$ cat config.mk
export PLATFORM = sky130hd
export DESIGN_NAME = ppp_ram
export DESIGN_NICKNAME = d
export VERILOG_FILES = /design/src/hdl/ppp_ram.sv
export SDC_FILE = /design/constraint.sdc
export NUM_CORES = 2
export LEC_CHECK = 0
export BUFFER_PORTS_ARGS = -buffer_cell sky130_fd_sc_hd__buf_2
export CAP_MARGIN = 10
export CORE_MARGIN = 2
export CORE_UTILIZATION = 35
export DETAILED_ROUTE_END_ITERATION = 16
export SKIP_LAST_GASP = 1
export SLEW_MARGIN = 20
export SYNTH_ARGS = -nofsm -noshare
export SYNTH_HDL_FRONTEND = slang
export SYNTH_SLANG_ARGS = --single-unit
$ cat constraint.sdc
create_clock -name clk -period 6.9 [get_ports clk]
set_input_delay 0.69 -clock clk [delete_from_list [all_inputs] [get_ports clk]]
set_output_delay 0.69 -clock clk [all_outputs]
set_load 0.01 [all_outputs]
$ cat src/hdl/ppp_ram.sv
// Generic single-port-write, single-port-read RAM with registered read.
module ppp_ram #(
    parameter int Width = 32,
    parameter int Depth = 64
) (
    input  logic                     clk,
    input  logic                     we,
    input  logic [$clog2(Depth)-1:0] waddr,
    input  logic [Width-1:0]         wdata,
    input  logic [$clog2(Depth)-1:0] raddr,
    output logic [Width-1:0]         rdata
);
    logic [Width-1:0] mem [Depth];

    always_ff @(posedge clk)
    begin
        if (we)
            mem[waddr] <= wdata;
        rdata <= mem[raddr];
    end
endmodule

==> results.txt <==
----------------------------------------------------
[Status]
  Result of the run ... complete, no violations

[STA]
  Final setup vio count ... 0
  Final-report max-slew violation count ... 0
  Worst relative slew slack ... 0.240
  Post-route clock period utilization ... 0.514
  Clock period minus final worst setup slack ... 3.54 ns
  Setup clock skew after layout ... 0.0377 ns
  Sum Neg Setup Slack ... 0 ns
  Tightest Pin Transition ... 1.13 ns
  Hold Fails Final Rpt ... 0
  Final critical-path setup slack ... 3.36 ns
  FMAX ... 0.282 GHz
  Setup repair after global routing missed its margin ... false

[Placed design]
  Placed insts ... 6323
  Post-Place Setup Slack ... 2.41 ns
  DPL Wire Length ... 111000 um
  Placement Cell Area ... 0.0834 mm2
  Port Buf Inserts ... 77
  Global placement routability congestion ... 0.792

[Drt]
  Routed via count divided by cell count ... 5.50
  Post-route antenna net violation count ... 0
  DRC viols ... 0
  Count of vias placed by the detailed router ... 36.9k
  Drt wl/cell ... 30.9 um
  Total Routed Length ... 207000 um
  Iteration count of the initial detailed-routing pass ... 5
  Violation count after the first detailed-routing iteration ... 4950

[Worst hold path]
  Path type of the worst min-delay path ... input port to flop
  Hold Crit Start ... waddr[1]

[Synth]
  Most numerous cell types in the synthesized netlist ... sky130_fd_sc_hd__edfxtp_1 (2048), sky130_fd_sc_hd__mux4_2 (544), sky130_fd_sc_hd__nor2_1 (137), sky130_fd_sc_hd__mux2i_1 (93), sky130_fd_sc_hd__o22ai_1 (84)
  FFs w/ async S/R, synth ... 0
  Dominant cell type by area after synthesis ... sky130_fd_sc_hd__edfxtp_1
  Synth top area cells ... sky130_fd_sc_hd__edfxtp_1 (78%), sky130_fd_sc_hd__mux4_2 (16%), sky130_fd_sc_hd__mux2i_1 (1.2%), sky130_fd_sc_hd__dfxtp_1 (0.82%), sky130_fd_sc_hd__o22ai_1 (0.67%)
  Number of distinct library cell variants in the gate-level netlist after synthesis ... 34
  Post-synth EDFFs ... 2048
  Synthesized area divided by synthesized cell count ... 23.6 um2
  Number of register bits inferred by synthesis ... 2080
  Part of the Yosys area used for sequential elements ... 0.791
  Most frequently used cell type in the post-synthesis netlist ... sky130_fd_sc_hd__edfxtp_1
  Portion of synthesized cell area occupied by the leading cell type ... 0.783
  Gate Count Post-Synth ... 3324
  Net count of the mapped netlist ... 3370
  Primary flip-flop cell chosen by synthesis mapping ... sky130_fd_sc_hd__edfxtp_1
  Post-Synthesis Cell Area ... 0.0785 mm2
  Yosys warning count ... 0

[Power]
  Peak ir drop on the vdd network ... 273 uV
  Net switching fraction of the power ... 0.214
  Clock group share of total power ... 0.405
  Leak Pwr ... 27.4 nW
  Reg power frac ... 0.544
  Combinational Power Share ... 0.051
  Power Density ... 288 mW/mm2
  Internal Power ... 20.3 mW
  Power dissipated by switching net loads ... 5.52 mW

[Cells and area]
  Finished Cell Area ... 0.0896 mm2
  Area occupied by multi-input gates ... 0.0160 mm2
  Filler-free cell count of the finished design ... 6713
  Total number of nets in the final design ... 3596
  Seq. cell area ... 0.0621 mm2
  Area growth from synthesis to final layout ... 14.1%
  Layout cells sized above 1 ... 0.292
  Filler cell count in the final layout ... 19.4k

[Die]
  Floorplan die area ... 0.228 mm2
  Die Y-Extent ... 478 um
  Number of rows in the core area ... 173
  Number of top-level design ports ... 78
  Die width ... 478 um
  Placeable core area ... 0.223 mm2
  Initial core utilization ... 0.353

[Worst setup path]
  CP arrival ... 4.23 ns
  CP Data Required Time ... 7.58 ns
  Reg-to-Reg Start ... mem[47][1]
  Worst Setup SP ... raddr[0]
  Endpoint type of the worst setup path ... flop
  Worst Setup Start Kind ... input port
  Biggest fanout along the worst timing path ... 61
  Category of the critical setup timing path ... input port to flop

[Global route]
  Aggregate global-route resource usage ... 0.180
  Via count of the first global-routing pass ... 36.9k
  Wire length of the first global-routing pass ... 290000 um
  GRT Residual Overflow ... 0
  Maximum number of pins on one net before global-route repair ... 78
  Number of antenna violations at the first check in global routing ... 20

[Clock network]
  Clock Sink Count ... 2080
  Clock latency at the later pin of the worst-skew pair ... 0.86 ns
  Clk Tree Root Cell ... sky130_fd_sc_hd__clkbuf_16
  Max clock buf depth ... 3
  Number of resized instances in the post-cts repair step ... 0
  Clock-pin transition on the worst setup and hold timing paths ... 0.06 ns
  TritonCTS clock tree ... yes
  H-tree Lvls ... 4
  Post CTS Setup Buffer Count ... 0
  Number of hold buffers added after cts ... 0
  Total clock buffers created by CTS ... 200

[Run]
  Max-capacitance violation count ... 0

----------------------------------------------------
## worst paths after layout
| path | endpoint | slack, ns | depth (start not counted) |
|---|---|---|---|
| max reg2reg | rdata[1] | 4.45 | 5 |
| min reg2reg | rdata[8] | 0.77 | 4 |
| min | mem[49][17] | 0.34 | 2 |
| max | rdata[1] | 3.36 | 8 |
## cells in the final DEF (no fill, tap or decap), types with 4 or more instances in the layout
cell,instances
sky130_fd_sc_hd__nor2_1,74
sky130_fd_sc_hd__clkbuf_16,202
sky130_fd_sc_hd__clkbuf_8,6
sky130_fd_sc_hd__buf_4,129
sky130_fd_sc_hd__clkbuf_1,53
sky130_fd_sc_hd__nand3_1,5
sky130_fd_sc_hd__a22oi_1,12
sky130_fd_sc_hd__edfxtp_1,2048
sky130_fd_sc_hd__a21oi_1,62
sky130_fd_sc_hd__a41o_1,4
sky130_fd_sc_hd__and3_1,4
sky130_fd_sc_hd__bufinv_16,11
sky130_fd_sc_hd__nor3_1,5
sky130_fd_sc_hd__nand3b_1,5
sky130_fd_sc_hd__buf_12,11
sky130_fd_sc_hd__o22ai_1,83
sky130_fd_sc_hd__inv_6,6
sky130_fd_sc_hd__nand2b_1,7
sky130_fd_sc_hd__dfxtp_1,32
sky130_fd_sc_hd__mux2i_1,93
sky130_fd_sc_hd__o221ai_1,27
sky130_fd_sc_hd__nor2_4,62
sky130_fd_sc_hd__mux4_2,544
sky130_fd_sc_hd__clkinv_1,55
sky130_fd_sc_hd__nand2_1,26
sky130_fd_sc_hd__o32ai_1,4
sky130_fd_sc_hd__a311oi_1,8
sky130_fd_sc_hd__nor2b_1,15
sky130_fd_sc_hd__diode_2,15
sky130_fd_sc_hd__buf_2,62
sky130_fd_sc_hd__clkinv_2,35
## power groups by stage
stage / logic, mW / registers [mW] / clock network [mW]
after CTS: 1.32 / 14.1 / 10.6
final: 1.31 / 14.0 / 10.5
after global placement: 1.31 / 14.3 / 0
after floorplan: 0.680 / 14.3 / 0
after global routing: 1.38 / 14.1 / 11.1
after detailed placement: 1.32 / 14.3 / 0
## stage by stage
step / utilization / power, mW / hold WS, ns
after floorplan: - / 15.0 / 0.663
after global placement: 0.375 / 15.6 / 0.704
after detailed placement: 0.375 / 15.6 / 0.749
after CTS: 0.402 / 26.0 / 0.276
after global routing: 0.403 / 26.5 / 0.340
final: 0.403 / 25.8 / 0.341
## final cells by class
cell class                      instances  share of cell area
Antenna cell                           15            0.000419
Clock buffer                          261              0.0595
Clock inverter                        114             0.00955
Multi-Input combinational cell       1062               0.178
Sequential cell                      2080               0.693
Tap cell                             2975              0.0415
Timing Repair Buffer                  206              0.0174
## logic make-up after synthesis
group / share of synthesized area
AOI/OAI and AO/OA: 0.0167
buffers and inverters: 0.0113
DFF: 0.791
muxes: 0.168
and+or+nand+nor: 0.0127
## worst max-delay path: stages
cell	delay, ns
sky130_fd_sc_hd__buf_8	0.64
sky130_fd_sc_hd__buf_12	0.36
sky130_fd_sc_hd__buf_4	0.43
sky130_fd_sc_hd__mux4_2	0.55
sky130_fd_sc_hd__mux2i_1	0.30
sky130_fd_sc_hd__a21oi_1	0.23
sky130_fd_sc_hd__a21oi_1	0.85
sky130_fd_sc_hd__nor2_1	0.08
## state kept, by name (all words and copies together), names as in the netlist
name   count
mem     2048
rdata     32
## metal layers
layer | track usage | wire (um) | vias to the layer above | share of wire
met3 | 0.0317 | 16100 | 281 | 0.077
li1 | - | - | 14749 | -
met5 | 0 | 47 | - | 0.00023
met1 | 0.252 | 85300 | 20224 | 0.41
met4 | 0.0505 | 5680 | 8 | 0.027
met2 | 0.290 | 100000 | 1660 | 0.48
No activity file was read; power rests on OpenSTA's default activity.
