## src/hdl/ppp_sqrt.sv

```systemverilog
// Iterative integer square root of a 66-bit value, one root bit a cycle.
module ppp_sqrt (
    input  logic        clk,
    input  logic        rst_n,
    input  logic        start,
    input  logic [65:0] radicand,
    output logic        done,
    output logic [33:0] root
);
    logic [65:0] val_reg;
    logic [35:0] rem_reg;
    logic [33:0] root_reg;
    logic [5:0]  cnt_reg;
    logic        busy_reg;
    logic [35:0] rem_sh;
    logic [35:0] trial;

    assign rem_sh = {rem_reg[33:0], val_reg[65:64]};
    assign trial = {root_reg, 2'b01};
    assign root = root_reg;

    always_ff @(posedge clk or negedge rst_n)
    begin
        if (!rst_n)
        begin
            busy_reg <= 1'b0;
            done <= 1'b0;
            cnt_reg <= '0;
        end
        else
        begin
            done <= 1'b0;
            if (start)
            begin
                busy_reg <= 1'b1;
                cnt_reg <= 6'd0;
            end
            else if (busy_reg)
            begin
                cnt_reg <= cnt_reg + 6'd1;
                // 33 bit pairs cover the whole radicand
                if (cnt_reg == 6'd32)
                begin
                    busy_reg <= 1'b0;
                    done <= 1'b1;
                end
            end
        end
    end

    always_ff @(posedge clk)
    begin
        if (start)
        begin
            val_reg <= radicand;
            rem_reg <= '0;
            root_reg <= '0;
        end
        else if (busy_reg)
        begin
            val_reg <= {val_reg[63:0], 2'b00};
            if (rem_sh >= trial)
            begin
                rem_reg <= rem_sh - trial;
                root_reg <= {root_reg[32:0], 1'b1};
            end
            else
            begin
                rem_reg <= rem_sh;
                root_reg <= {root_reg[32:0], 1'b0};
            end
        end
    end
endmodule

```

## config.mk

```make
export PLATFORM = sky130hd
export DESIGN_NAME = ppp_sqrt
export DESIGN_NICKNAME = d
export VERILOG_FILES = /design/src/hdl/ppp_sqrt.sv
export SDC_FILE = /design/constraint.sdc
export NUM_CORES = 1
export LEC_CHECK = 0
export BUFFER_PORTS_ARGS = -buffer_cell sky130_fd_sc_hd__buf_2
export CORE_MARGIN = 1.5
export CORE_UTILIZATION = 60
export DETAILED_ROUTE_END_ITERATION = 8
export GPL_TIMING_DRIVEN = 1
export PLACE_DENSITY_LB_ADDON = 0.3
export REMOVE_ABC_BUFFERS = 1
export SLEW_MARGIN = 0
export SYNTH_ARGS = -nofsm -noshare
export SYNTH_HDL_FRONTEND = slang
export SYNTH_SLANG_ARGS = --single-unit
export TNS_END_PERCENT = 1
```

## constraint.sdc

```tcl
create_clock -name clk -period 8.7 [get_ports clk]
set_input_delay 2.175 -clock clk [delete_from_list [all_inputs] [get_ports clk]]
set_output_delay 2.175 -clock clk [all_outputs]
set_load 0.05 [all_outputs]
```

==> summary by stage <==
Logic synthesis
The most area-hungry cell type in the Yosys netlist is sky130_fd_sc_hd__edfxtp_1. Dividing the synthesized area by the synthesized cell count gives 10.32 um^2. In this run, synthesis inferred 66 flip-flops with an integrated enable. The post-synthesis async set-or-reset flop share is between 5 and 6%.

After synthesis, flip-flops and latches occupy a little under half of the total area. The post-synthesis sequential element count is 142. The area fraction of the dominant cell type after synthesis is around a quarter. The synthesized netlist occupies a cell area of ~0.0078 mm^2.

The synthesized netlist contains 57 unique library cells. The cell count after synthesis came out at 753. The most used flip-flop cell after synthesis is sky130_fd_sc_hd__dfxtp_1. By area the synthesized netlist is led by sky130_fd_sc_hd__edfxtp_1, sky130_fd_sc_hd__dfxtp_1, sky130_fd_sc_hd__mux2_2, sky130_fd_sc_hd__mux2i_1, sky130_fd_sc_hd__ha_1.

The Yosys step of the flow raised 0 warnings.

Timing
The tightest hold margin is between 0.4 and 0.5 ns. The number of pins exceeding their max-slew limit in the final report is 0. The maximum clock frequency is 259.0 MHz. The final critical path time including I/O delays and setup is 3.861 ns. The normalized max-slew margin is 36.93%. Setup repair after global routing left no endpoint under its margin.

The share of the cycle needed by the critical path after routing is 44.38%. The final total negative setup slack is 0 ns. The transition at the pin with the smallest max-transition slack is 0.9460 ns. The number of endpoints with negative hold slack in the final report is 0. The worst clock skew is 0.004978 ns. Setup violations remaining at the end of the flow were counted as 0.

Route
Wires add up to roughly 16 mm. The total iterations of the first detailed-routing run is 5. The mean number of vias per cell is 5.691. The count of nets left with antenna violations after detail routing is 0. After detailed routing, the number of remaining DRC violations is 0. The final route contains 5833 vias. The violation count after the first detailed-routing iteration is 329. In the final routed layout, each cell accounts on average for 15.45 um.

Global route
The sum of overflow across all layers after global routing is 0. The via count of the first global-routing pass is 5654. The initial antenna violation count was 0.

The largest net degree at the start of global routing is 87. In the global route stage, overall resource usage came out at 24.65%. The first global-routing pass estimated around 26 mm of wire.

Cells and area
Leaving out fill and tap cells, the most frequent cell in the layout is sky130_fd_sc_hd__buf_2. The share of the core filled with cells in the final layout is a little under three quarters. The top cell types in the final layout, fill and taps aside, are sky130_fd_sc_hd__buf_2, sky130_fd_sc_hd__nor2_1, sky130_fd_sc_hd__dfxtp_1. Cells with a size suffix above 1 make up 24.74% of the layout.

The register with the most flip-flops in the layout has 66 of them. The number of nets in the final layout is 947. The number of antenna diodes in the final layout is 0. The layout-stage area growth over the synthesis result is 15.52%. The total non-filler cell area in the finished layout is 0.008977 mm^2.

Floorplanning
For this design the top-level I/O count stands at about 100. The height of the die is 116.8 um. The die is 116.8 um wide.

The effective utilization at floorplan is 61.58%. The die covers 0.01364 mm^2. The area of the core region is 0.01262 mm^2. The number of placement rows is 41.

Run status
The run finished with clean final reports.

Power and ir drop
The internal power is 1.873 mW. The total power draw is 3.015 mW. The maximum ir drop on the vdd rail is 0.2036 mV. The proportion of total power due to net switching is a little under two fifths.

The power per cell area is 335.8 mW/mm^2. The standby leakage power is 3.971 nW. The relative contribution of sequential cells to total power is between 20% and 30%. In this run the power spent charging and discharging nets is 1.142 mW. Of the total power, the clock network draws about a quarter.

In this run, the combinational gates consume 46.6% of the power.

Setup path
The critical path data arrival time is 4.04 ns. The startpoint-to-endpoint class of the critical path is input pin to flip-flop. Of all nets on the critical path, the largest fanout is 86.

The endpoint required time on the critical path is 8.88 ns. The element type at the critical path end is a flip-flop. The worst setup path is launched from an input pin.

Run
The max-cap check violation count is 0.

Placed design
The placed instances occupy a cell area of between 0.008 and 0.009 mm^2. Routability-driven placement finished with a final weighted congestion of between 0.8 and 0.9. Port buffering added 103 buffers.

The detailed placement HPWL is approximately 11 mm.

Clock network
The number of clock buffers added by TritonCTS is 17. The clock-pin slew on the worst setup and hold paths is around 0.060 ns. The tree built by TritonCTS fans out to 142 sinks. In this run the deepest clock path goes through 2 buffers. Buffers added to address setup during post-CTS repair amount to 0. The clock reaches the later pin of the worst-skew pair after 0.43 ns. The clock tree root driver cell is sky130_fd_sc_hd__clkbuf_16. The number of H-tree levels is 4. TritonCTS built the clock tree. The total of cells resized after clock tree synthesis is 0. After clock tree synthesis, the flow added hold-fix buffers numbering 0.

Worst hold path
The class of the tightest hold or removal check is flip-flop to flip-flop.
-- final timing paths --
check | startpoint | end | slack [ns] | cells past startpoint
worst max-delay path | start | val_reg[49] | 4.84 | 3
worst min-delay path | rem_reg[8] | rem_reg[8] | 0.49 | 2
worst max register to register | root[0] | rem_reg[30] | 5.19 | 11
worst min register to register | rem_reg[8] | rem_reg[8] | 0.49 | 2
max in group asynchronous | rst_n | busy_reg | 6.94 | 1
min in group asynchronous | rst_n | busy_reg | 1.58 | 1
-- metal layers --
| metal | wire length [um] | share of wire [%] | vias to the layer above | global-route usage [%] |
|---|---|---|---|---|
| met4 | 364 | 2.3 | 0 | 10.36 |
| met3 | 1038 | 6.6 | 35 | 7.775 |
| li1 | - | - | 2899 | - |
| met5 | 0 | 0 | - | 0 |
| met2 | 7578 | 48 | 160 | 40.35 |
| met1 | 6860 | 43 | 2739 | 30.34 |
-- final cells by class --
type | instances | area (um^2)
repair buffers | 106 | 540.5
clock inverters | 15 | 185.2
well taps | 172 | 215.2
clock buffers | 17 | 425.4
flip-flops and latches | 142 | 3547
inverters | 43 | 161.4
multi-input cells | 530 | 3902
fillers | 954 | 3642
-- per-stage QoR --
| stage | std cells | setup slack [ns] |
|---|---|---|
| 6_report | 1025 | 4.839 |
| 5_1_grt | 1025 | 4.711 |
| 4_1_cts | 1025 | 4.836 |
| 3_5_place_dp | 993 | 4.386 |
| 3_3_place_gp | 993 | 4.447 |
| 2_1_floorplan | 715 | 4.763 |
-- worst max-delay path, cell delays in order --
cell and delay [ns]:
sky130_fd_sc_hd__buf_4 0.51, sky130_fd_sc_hd__buf_4 0.84, sky130_fd_sc_hd__mux2_2 0.43
-- kinds of logic after synthesis --
group / count (synthesis) / synth area share [%]
DFF: 142 / 45.60
buffers and inverters: 81 / 4.186
muxes: 116 / 15.99
adders and majority gates: 38 / 6.118
AOI/OAI and AO/OA: 149 / 12.90
and+or+nand+nor: 193 / 11.38
xor gates and xnor gates: 34 / 3.832
-- power by group through the flow --
stage	logic [mW]	registers, mW	clock network, mW
floorplan	1.11	0.864	0
global placement	1.34	0.866	0
detailed placement	1.38	0.871	0
CTS	1.40	0.858	0.763
global route	1.57	0.868	0.792
finish	1.40	0.859	0.751
-- Yosys cell counts, types with 4 or more instances --
cell type,number
sky130_fd_sc_hd__a31oi_1,5
sky130_fd_sc_hd__xnor2_1,14
sky130_fd_sc_hd__a211oi_1,24
sky130_fd_sc_hd__o21a_1,6
sky130_fd_sc_hd__nand3_1,8
sky130_fd_sc_hd__a21oi_1,33
sky130_fd_sc_hd__mux2i_1,51
sky130_fd_sc_hd__nand2_1,49
sky130_fd_sc_hd__edfxtp_1,66
sky130_fd_sc_hd__inv_1,43
sky130_fd_sc_hd__nor3b_1,4
sky130_fd_sc_hd__mux2_2,65
sky130_fd_sc_hd__nor3_1,7
sky130_fd_sc_hd__clkbuf_1,21
sky130_fd_sc_hd__and2_1,6
sky130_fd_sc_hd__o21ai_0,31
sky130_fd_sc_hd__nand4_1,8
sky130_fd_sc_hd__nor2_1,86
sky130_fd_sc_hd__buf_1,10
sky130_fd_sc_hd__ha_1,38
sky130_fd_sc_hd__buf_2,5
sky130_fd_sc_hd__dfrtp_1,8
sky130_fd_sc_hd__o211ai_1,8
sky130_fd_sc_hd__xor2_1,20
sky130_fd_sc_hd__a311oi_1,6
sky130_fd_sc_hd__nand2b_1,9
sky130_fd_sc_hd__a21o_1,9
sky130_fd_sc_hd__dfxtp_1,68
No activity file was read; power rests on OpenSTA's default activity.
