===== src/hdl/ppp_div.sv =====
// Restoring divider: 64-bit numerator by 48-bit divisor, one quotient bit a cycle.
module ppp_div (
    input  logic        clk,
    input  logic        rst_n,
    input  logic        start,
    input  logic [63:0] num,
    input  logic [47:0] den,
    output logic        done,
    output logic [63:0] quo
);
    logic [63:0] num_reg;
    logic [48:0] rem_reg;
    logic [47:0] den_reg;
    logic [6:0]  cnt_reg;
    logic        busy_reg;
    logic [48:0] shifted;
    logic [49:0] diff;

    assign shifted = {rem_reg[47:0], num_reg[63]};
    assign diff = {1'b0, shifted} - {2'b00, den_reg};
    assign quo = num_reg;

    always_ff @(posedge clk or negedge rst_n)
    begin
        if (!rst_n)
        begin
            busy_reg <= 1'b0;
            done <= 1'b0;
            cnt_reg <= '0;
        end
        else
        begin
            done <= 1'b0;
            if (start)
            begin
                busy_reg <= 1'b1;
                cnt_reg <= 7'd0;
            end
            else if (busy_reg)
            begin
                cnt_reg <= cnt_reg + 7'd1;
                if (cnt_reg == 7'd63)
                begin
                    busy_reg <= 1'b0;
                    done <= 1'b1;
                end
            end
        end
    end

    always_ff @(posedge clk)
    begin
        if (start)
        begin
            num_reg <= num;
            den_reg <= den;
            rem_reg <= '0;
        end
        else if (busy_reg)
        begin
            if (!diff[49])
            begin
                rem_reg <= diff[48:0];
                num_reg <= {num_reg[62:0], 1'b1};
            end
            else
            begin
                rem_reg <= shifted;
                num_reg <= {num_reg[62:0], 1'b0};
            end
        end
    end
endmodule


===== config.mk =====
export PLATFORM = sky130hd
export DESIGN_NAME = ppp_div
export DESIGN_NICKNAME = d
export VERILOG_FILES = /design/src/hdl/ppp_div.sv
export SDC_FILE = /design/constraint.sdc
export NUM_CORES = 1
export LEC_CHECK = 0
export BUFFER_PORTS_ARGS = -buffer_cell sky130_fd_sc_hd__buf_2
export CAP_MARGIN = 20
export CORE_MARGIN = 2
export CORE_UTILIZATION = 60
export CTS_BUF_LIST = sky130_fd_sc_hd__clkbuf_4 sky130_fd_sc_hd__clkbuf_8
export DETAILED_ROUTE_END_ITERATION = 8
export HOLD_SLACK_MARGIN = 0.15
export MAX_ROUTING_LAYER = met4
export PLACE_DENSITY = 0.91
export SETUP_SLACK_MARGIN = 0.1
export SLEW_MARGIN = 5
export SYNTH_ARGS = -nofsm -noshare
export SYNTH_HDL_FRONTEND = slang
export SYNTH_SLANG_ARGS = --single-unit

===== constraint.sdc =====
create_clock -name clk -period 6.8 [get_ports clk]
set_input_delay 1.36 -clock clk [delete_from_list [all_inputs] [get_ports clk]]
set_output_delay 1.36 -clock clk [all_outputs]
set_load 0.01 [all_outputs]

==> results of run 1 <==
## cell type report
cell class              instances  area (sq um)
multi-input cells             634          4602
fillers                      1186          4743
well taps                     216         270.3
flip-flops and latches        169          4551
repair buffers                185         950.9
inverters                      62         232.7
clock inverters                15         186.4
clock buffers                  17         234.0
## metal layers
| metal | global-route usage | wire [microns] | vias to the layer above |
|---|---|---|---|
| met1 | 0.3286 | 9094 | 3661 |
| met3 | 0.05985 | 1408 | 54 |
| li1 | - | - | 3688 |
| met4 | 0.1008 | 589 | 0 |
| met5 | - | 0 | - |
| met2 | 0.4951 | 11710 | 314 |
## power by group
part           total [mW]  switching [mW]  internal, mW
Clock               0.756           0.413         0.343
Combinational        1.02           0.580         0.442
Sequential           1.33          0.0903          1.24
## worst max-delay path: cells and delay by family (launching register included)
family | cells | cell delay, ns
adders and majority gates | 1 | 0.42
buffers and inverters | 2 | 0.53
AOI/OAI and AO/OA | 8 | 1.69
DFF | 1 | 0.34
and+or+nand+nor | 2 | 0.66
## cells in the mapped netlist, types with 6 or more instances
| master | number | area share |
|---|---|---|
| sky130_fd_sc_hd__a21o_1 | 29 | 0.023 |
| sky130_fd_sc_hd__nand3_1 | 25 | 0.013 |
| sky130_fd_sc_hd__mux2i_1 | 25 | 0.026 |
| sky130_fd_sc_hd__a31oi_1 | 6 | 0.0039 |
| sky130_fd_sc_hd__o31ai_1 | 12 | 0.0094 |
| sky130_fd_sc_hd__edfxtp_1 | 112 | 0.35 |
| sky130_fd_sc_hd__a32oi_1 | 6 | 0.0055 |
| sky130_fd_sc_hd__a311oi_1 | 9 | 0.0082 |
| sky130_fd_sc_hd__nand4_1 | 19 | 0.012 |
| sky130_fd_sc_hd__o21ai_0 | 31 | 0.016 |
| sky130_fd_sc_hd__a21oi_1 | 46 | 0.024 |
| sky130_fd_sc_hd__ha_1 | 49 | 0.064 |
| sky130_fd_sc_hd__xor2_1 | 14 | 0.013 |
| sky130_fd_sc_hd__a211oi_1 | 27 | 0.021 |
| sky130_fd_sc_hd__and3_1 | 8 | 0.0052 |
| sky130_fd_sc_hd__dfxtp_1 | 48 | 0.10 |
| sky130_fd_sc_hd__nand2_1 | 62 | 0.024 |
| sky130_fd_sc_hd__o21bai_1 | 6 | 0.0047 |
| sky130_fd_sc_hd__mux2_2 | 64 | 0.075 |
| sky130_fd_sc_hd__clkbuf_1 | 35 | 0.014 |
| sky130_fd_sc_hd__xnor2_1 | 26 | 0.024 |
| sky130_fd_sc_hd__nor3_1 | 12 | 0.0062 |
| sky130_fd_sc_hd__inv_1 | 61 | 0.024 |
| sky130_fd_sc_hd__dfrtp_1 | 9 | 0.023 |
| sky130_fd_sc_hd__o21a_1 | 9 | 0.0070 |
| sky130_fd_sc_hd__nor2_1 | 71 | 0.028 |
| sky130_fd_sc_hd__buf_2 | 6 | 0.0031 |
## worst min-delay path by stage
stage                start  cells past startpoint           to  slack (ns)
2_1_floorplan  rem_reg[44]                      2  rem_reg[44]        0.46
3_3_place_gp   rem_reg[44]                      2  rem_reg[44]        0.48
3_5_place_dp   rem_reg[44]                      2  rem_reg[44]        0.49
4_1_cts        rem_reg[16]                      2  rem_reg[16]        0.51
5_1_grt         rem_reg[8]                      2   rem_reg[8]        0.53
6_report       rem_reg[36]                      2  rem_reg[36]        0.51
## through the flow
stage / utilization / total power, mW / area (sq um) / setup WS (ns) / std cells
3_5_place_dp: 0.6719 / 2.342 / 10600 / 3.083 / 1265
3_3_place_gp: 0.6719 / 2.305 / 10600 / 3.225 / 1265
4_1_cts: 0.6985 / 3.097 / 11020 / 3.055 / 1297
6_report: 0.6992 / 3.103 / 11030 / 3.042 / 1298
5_1_grt: 0.6992 / 3.266 / 11030 / 2.841 / 1298
2_1_floorplan: - / 2.107 / 9623 / 2.994 / 912
## cells by family (layout without fill, tap and decap cells)
logic type,count (synthesis),in the layout,share of synthesized area
xor gates and xnor gates,40,40,0.03641
adders and majority gates,50,50,0.06579
DFF,169,169,0.4728
and+or+nand+nor,232,232,0.1134
muxes,89,89,0.1009
buffers and inverters,109,279,0.04902
AOI/OAI and AO/OA,223,223,0.1618
==> results, run 1 <==
- The slowest stage of the critical path is the sky130_fd_sc_hd__or2_2 cell.
- The path type of the worst setup path is flip-flop to flip-flop.
- Of the cells placed in the final design, the portion with a size suffix greater than 1 is 0.2782.
- The most frequent cell on the critical path is sky130_fd_sc_hd__a211oi_2.
- The transition time of the tightest slew-check pin is 0.8700 ns.
- The area of the mapped netlist is 0.009623 sq mm.
- Dividing total power by cell area gives a power density of 281.4 mW/mm^2.
- Hold is met by 0.5098 ns.
- The via count of the first global-routing pass is 7,652.
- At the worst endpoint, the required time is 7.17 ns.
- The maximum VDD drop is 0.1923 mV.
- The post-CTS setup buffer count is 0.
- In the layout the commonest cells are sky130_fd_sc_hd__buf_2, sky130_fd_sc_hd__edfxtp_1, sky130_fd_sc_hd__nor2_1.
- The synthesis-stage register bit count is 169.
- In this run the worst path has a maximum fanout of 26.
- The run finished with clean final reports.
- TritonCTS built the clock tree.
- The cell at the root of the clock tree is sky130_fd_sc_hd__clkbuf_8.
- The die covers 0.01707 sq mm.
- The last weighted congestion value of the routability-driven placer is 0.9418.
- Yosys mapped a number of flops with a built-in enable equal to 112.
- The first detailed-routing pass took 9 iterations.
- The number of buffers inserted by port buffering is 179.
- Setup violations remaining at the end of the flow were counted as 0.
- The library cell used most frequently in the layout, excluding fill and tap cells, is sky130_fd_sc_hd__buf_2.
- After clock tree synthesis, the clock-pin slew on the worst setup and hold paths is 0.10 ns.
- The sum of routed wire length over all layers is 22,810 microns.
- The startpoint kind of the worst setup timing path is a flip-flop.
- The netlist uses 75 different library cells.
- Entering global routing, the biggest net connects 97 pins.
- Global routing finished with a remaining overflow of 0.
- In this run the deepest clock path goes through 2 buffers.
- Setup repair after global routing left no endpoint under its margin.
- The post-route minimum period is 3.758 ns.
- The signal on the critical path passes through inv_1 -> ha_1 -> a21oi_2 -> o21ai_0 -> a221o_1 -> o211ai_2 -> a211oi_2 -> o21ai_2 -> a211oi_2 -> or2_2 -> buf_4 -> nand3_1 -> a311oi_1.
- The type of destination of the critical path is a flip-flop.
- For this run, the register share of the synthesized area comes to 0.4728.
- The number of nets in the synthesized netlist is 1,077.
- The largest clock skew in the final design is 0.01524 ns.
- The part of the cycle the worst path needs is 0.5526.
- The total number of placement rows is 46.
- The die is 130.6 microns tall.
- The later pin in the worst-skew pair is clocked with a latency of 0.47 ns.
- The endpoint of the lowest-slack register-to-register path is rem_reg[28].
- The placed wire-length estimate after detailed placement is 16,240 microns.
- The initial antenna violation count came to 0.
- After detailed routing, the number of vias per cell comes to 5.945.
- Data on the critical path arrives at its endpoint at 4.13 ns.
- The final hold violation count came to 0.
- The worst register-to-register path begins at den_reg[6].
- The global-route usage over all layers is 0.2851.
- The mean cell area of the mapped netlist is 10.55 sq um.
- After detailed routing, the number of remaining DRC violations is 0.
- The critical path ends at rem_reg[28].
- The per-cell routed wire length is 17.57 microns.
- 0 antenna diodes ended up in the layout.
- In this run the count of I/O pins placed on the die edge is 180.
- The first-iteration detailed-routing DRC count is 674.
- The min-delay analysis places its worst path in the category flip-flop to flip-flop.
- The synthesis-to-finish area growth is 14.59%.
- In this run the worst setup path begins at den_reg[6].
- The max-slew violation count was 0.
- The worst-case reg-to-reg path depth is 13.
- The yosys synthesis warning count is 0.
- The largest single stage delay on the critical path is 0.51 ns.
- The flip-flop count of the largest register, all copies and words added is 64.
- Gates resized during post-CTS repair numbered 0.
- The initial standard-cell utilization of the core is 0.6102.
- The floorplan step set the die width to 130.6 microns.
- The highest clock rate is 266.1 MHz.
- The core area is 0.01577 sq mm.
- The remaining number of nets flagged by the antenna check after routing is 0.
- The most used flip-flop cell after synthesis is sky130_fd_sc_hd__edfxtp_1.
- Clock tree synthesis inserted a total of 17 buffers.
- The number of sinks on the clock net is 169.
- The tool flagged a number of max-cap violations equal to 0.
- The via count is 7,717.
- Summed over all cells, the static leakage comes to 4.855 nW.
- The cell count after synthesis came out at 912.
- Measured against its own limit, the worst slew margin works out to 0.4179.
- The clock tree synthesis step divided the H-tree into 4 levels.
- The first global-routing pass estimated 36,780 microns of wire.
- Of all flip-flops after synthesis, the portion carrying an async set or reset was 0.05325.
- After routing, the total negative slack on setup checks comes to 0 ns.
- The number of buffers inserted by hold repair at cts is 0.
- The worst register-to-register path has a setup slack of 3.04 ns.
- The net count of the finished layout is 1,234.
No activity file was read; power rests on OpenSTA's default activity.
==> run 2: changes to the inputs <==
Settings changed: CORE_UTILIZATION 60 to 52, PLACE_DENSITY 0.91 to 0.84.
Clock period 6.8 ns to 3.35 ns, I/O delays scaled along.
==> run 2 against run 1 <==
  * The flow now finishes with violations (design-rule violations)
  * Critical endpoint is now rem_reg[23]
  * Via count decreased by 1.3%
  * Hold slack worse by 0.14 ns
  * Largest power group unchanged
  * Setup slack worse by 2.9 ns
  * Combinational power is 110% higher
  * Sequential power increased by 100%
  * Clock power is 94% higher
  * Register-to-register slack lost 2.9 ns
  * Clock-buffer cell count unchanged
  * Flip-flop and latch count unchanged
  * Maximum frequency rose by 19%
  * Non-clock buffer count is 14 higher
  * First-iteration DRC count shrank 8.6%
==> results, run 2 (synthesized netlist as in run 1, its figures left out) <==
- The endpoint arrival time on the critical path is 3.47 ns (-0.66 ns).
- The slowest cell on the critical path is sky130_fd_sc_hd__a211oi_2.
- The run finished, with violations left.
- The die footprint is 0.01961 sq mm (+15%).
- The maximum VDD drop came to 0.3599 mV (+87%).
- The synthesis-to-finish area growth is 16.82%.
- The total I/O pin count is 180 (unchanged).
- The critical path's largest stage delay is 0.39 ns (-0.12 ns).
- The initial standard-cell utilization of the core is 0.5321 (-0.07814).
- In the layout the commonest cells are sky130_fd_sc_hd__buf_2, sky130_fd_sc_hd__edfxtp_1, sky130_fd_sc_hd__nor2_1.
- The largest driver fanout on the critical path is 25 (-3.8%).
- The multi-input combinational cell area is 0.004666 sq mm (+1.4%).
- The non-filler instance count after layout came to 1,327 (+2.2%).
- The most frequent cell on the critical path is sky130_fd_sc_hd__a211oi_2.
- TritonCTS built the clock tree.
- The cell leakage power came to 4.918 nW (+1.3%).
- The first-iteration detailed-routing DRC count came to 616 (-8.6%).
- The area of all sequential standard cells is 0.004551 sq mm (unchanged).
- The first-pass iteration count of the detailed router is 9 (unchanged).
- The core area is 0.01809 sq mm (+15%).
- The number of buffers inserted by port buffering came to 179 (unchanged).
- The cell at the root of the clock tree is sky130_fd_sc_hd__clkbuf_8.
- In this run the critical register-to-register path is captured at rem_reg[23].
- In this run the most critical hold path is launched from den[6].
- The worst-case register-to-register setup slack is 0.18 ns (-2.86 ns).
- The type of the tightest min-delay check is input pin to flip-flop.
- The post-route minimum period is 3.169 ns (-0.5890 ns).
- The largest clock skew in the final design is 0.02429 ns (+0.009050 ns).
- The sum of routed wire length over all layers is 22,330 microns (-2.1%).
- The net count of the finished layout is 1,248 (+1.1%).
- The setup TNS after final layout came to 0 ns (unchanged).
- The power after layout came to 6.303 mW (+100%).
- The checks that failed: design-rule violations.
- The end of the worst hold path is den_reg[6].
- The combined buffer and inverter count along the critical path was 2 (unchanged).
- The overall die height is 140.0 microns (+7.2%).
- The global-route usage over all layers came to 0.2369 (-0.04825).
- The last weighted congestion value of the routability-driven placer is 0.9398 (-0.21%).
- The worst setup path is captured at a flip-flop.
- The via count of the first global-routing pass came to 7,655 (+0.039%).
- The remaining max-slew budget at the tightest pin is 0.5225 (+0.1046).
- The width of the chip is 140.0 microns (+7.2%).
- The remaining global-route overflow was 0 (unchanged).
- The DRC violation count after routing came to 2 (+2).
- The transition time of the tightest slew-check pin was 0.7162 ns (-0.1537 ns).
- The first-pass GRT wire length is 36,560 microns (-0.60%).
- The clock input transition at the sequential cells of the worst setup and hold paths was 0.11 ns (about the same).
- The total number of placement rows is 49 (+6.5%).
- The final number of setup-violating endpoints was 0 (unchanged).
- The via count was 7,614 (-1.3%).
- The remaining number of nets flagged by the antenna check after routing is 0 (unchanged).
- The highest clock rate came to 315.6 MHz (+19%).
- The total of fill cells in the finished design is 1,458 (+23%).
- The pin count of the biggest net entering global routing is 108 (+11%).
- The worst-case reg-to-reg path depth is 13 (unchanged).
- The flip-flop count of the largest register, all copies and words added was 64 (unchanged).
- Setup repair after global routing could not meet its margin everywhere.
- The number of H-tree levels is 4 (unchanged).
- The share of cells above drive strength 1 is 0.2993 (+0.02108).
- The family with the most delay on the worst path is compound AO/OA/AOI/OAI gates.
- The number of sinks on the clock net is 169 (unchanged).
- The deepest clock path buffer count is 2 (unchanged).
- The worst setup path is launched from a flip-flop.
- The final hold violation count is 0 (unchanged).
- The initial antenna violation count is 1 (+1).
- The part of the cycle the worst path needs is 0.9459 (+0.3933).
- The power density over the cells is 560.6 mW/mm^2 (+99%).
- The cell depth of the worst min-delay path was 1 (-1).
- The per-cell routed wire length is 16.83 microns (-4.2%).
- The via density per instance is 5.738 (-3.5%).
- The placed wire-length estimate after detailed placement is 16,240 microns (about the same).
- The required arrival time at the worst endpoint is 3.65 ns (-3.52 ns).
- The clock network latency to the later pin of the worst-skew pair is 0.47 ns (about the same).
- The max-slew violation count came to 0 (unchanged).
- The cell total after placement is 1,289 (+1.9%).
- The worst setup path is of the flip-flop to flip-flop kind.
- The number of clock buffers inserted by TritonCTS is 17 (unchanged).
- The max-capacitance violation count is 0 (unchanged).
- The signal on the critical path passes through inv_1 -> ha_1 -> and2_2 -> nand4_1 -> a21oi_2 -> o211ai_2 -> a211oi_2 -> o21ai_2 -> a211oi_2 -> or2_4 -> buf_12 -> mux2i_2 -> a211oi_1.
- Leaving out fill and tap cells, the most frequent cell in the layout is sky130_fd_sc_hd__buf_2.
- The startpoint of the lowest-slack register-to-register path is den_reg[8].
- The minimum hold slack came to 0.3685 ns (-0.1412 ns).
[run 2: per-stage QoR]
stage               utilization  setup WS, ns  area, sq um
floorplan                     -        0.2339         9623
finish                   0.6216        0.1811        11240
detailed placement       0.5934        0.1364        10730
global route             0.6214       0.04291        11240
global placement         0.5934        0.2954        10730
CTS                      0.6172        0.1051        11160
[run 2: layout make-up]
cell class                 instances  area share
antenna                            2   0.0004452
sequential                       169      0.4048
inverter                          62     0.02070
clock buffer                      17     0.02081
timing repair buffer             199     0.09716
multi-input combinational        634      0.4150
tap                              229     0.02549
clock inverter                    15     0.01558
[run 2: worst max path at each step]
stage | startpoint | cells past startpoint | to | slack [ns]
final | den_reg[8] | 13 | rem_reg[23] | 0.18
after global routing | den_reg[8] | 13 | rem_reg[23] | 0.04
after CTS | den_reg[3] | 12 | rem_reg[23] | 0.11
after detailed placement | quo[63] | 13 | rem_reg[42] | 0.14
after global placement | den_reg[3] | 12 | rem_reg[47] | 0.30
after floorplan | start | 5 | quo[0] | 0.23
[run 2: metal layers]
layer / track usage / part of all wire / vias up
li1: - / - / 3721
met1: 0.2941 / 0.43 / 3590
met2: 0.3873 / 0.48 / 256
met3: 0.05162 / 0.061 / 47
met4: 0.07921 / 0.023 / 0
met5: - / 0 / -
[run 2: report_power, final]
group | internal [mW] | leakage, nW | switching (mW)
Sequential | 2.51 | 1.66 | 0.179
Clock | 0.570 | 0.202 | 0.897
Combinational | 0.953 | 3.06 | 1.20
[run 2: what timing repair did]
| action | in CTS | in global routing |
|---|---|---|
| gates resized for setup | 1 | 16 |
| pin swaps | 2 | 5 |
| buffers inserted | 1 | 2 |
| endpoints found under the setup margin | 2 | 39 |
| hold buffers | 1 | 0 |
| hold endpoints to repair | 9 | 0 |
[run 2: worst reg2reg max path: stages, from the launching register on]
cell                       delay, ns
sky130_fd_sc_hd__edfxtp_1       0.34
sky130_fd_sc_hd__inv_1          0.04
sky130_fd_sc_hd__ha_1           0.35
sky130_fd_sc_hd__and2_2         0.21
sky130_fd_sc_hd__nand4_1        0.16
sky130_fd_sc_hd__a21oi_2        0.19
sky130_fd_sc_hd__o211ai_2       0.15
sky130_fd_sc_hd__a211oi_2       0.39
sky130_fd_sc_hd__o21ai_2        0.11
sky130_fd_sc_hd__a211oi_2       0.24
sky130_fd_sc_hd__or2_4          0.22
sky130_fd_sc_hd__buf_12         0.20
sky130_fd_sc_hd__mux2i_2        0.29
sky130_fd_sc_hd__a211oi_1       0.11
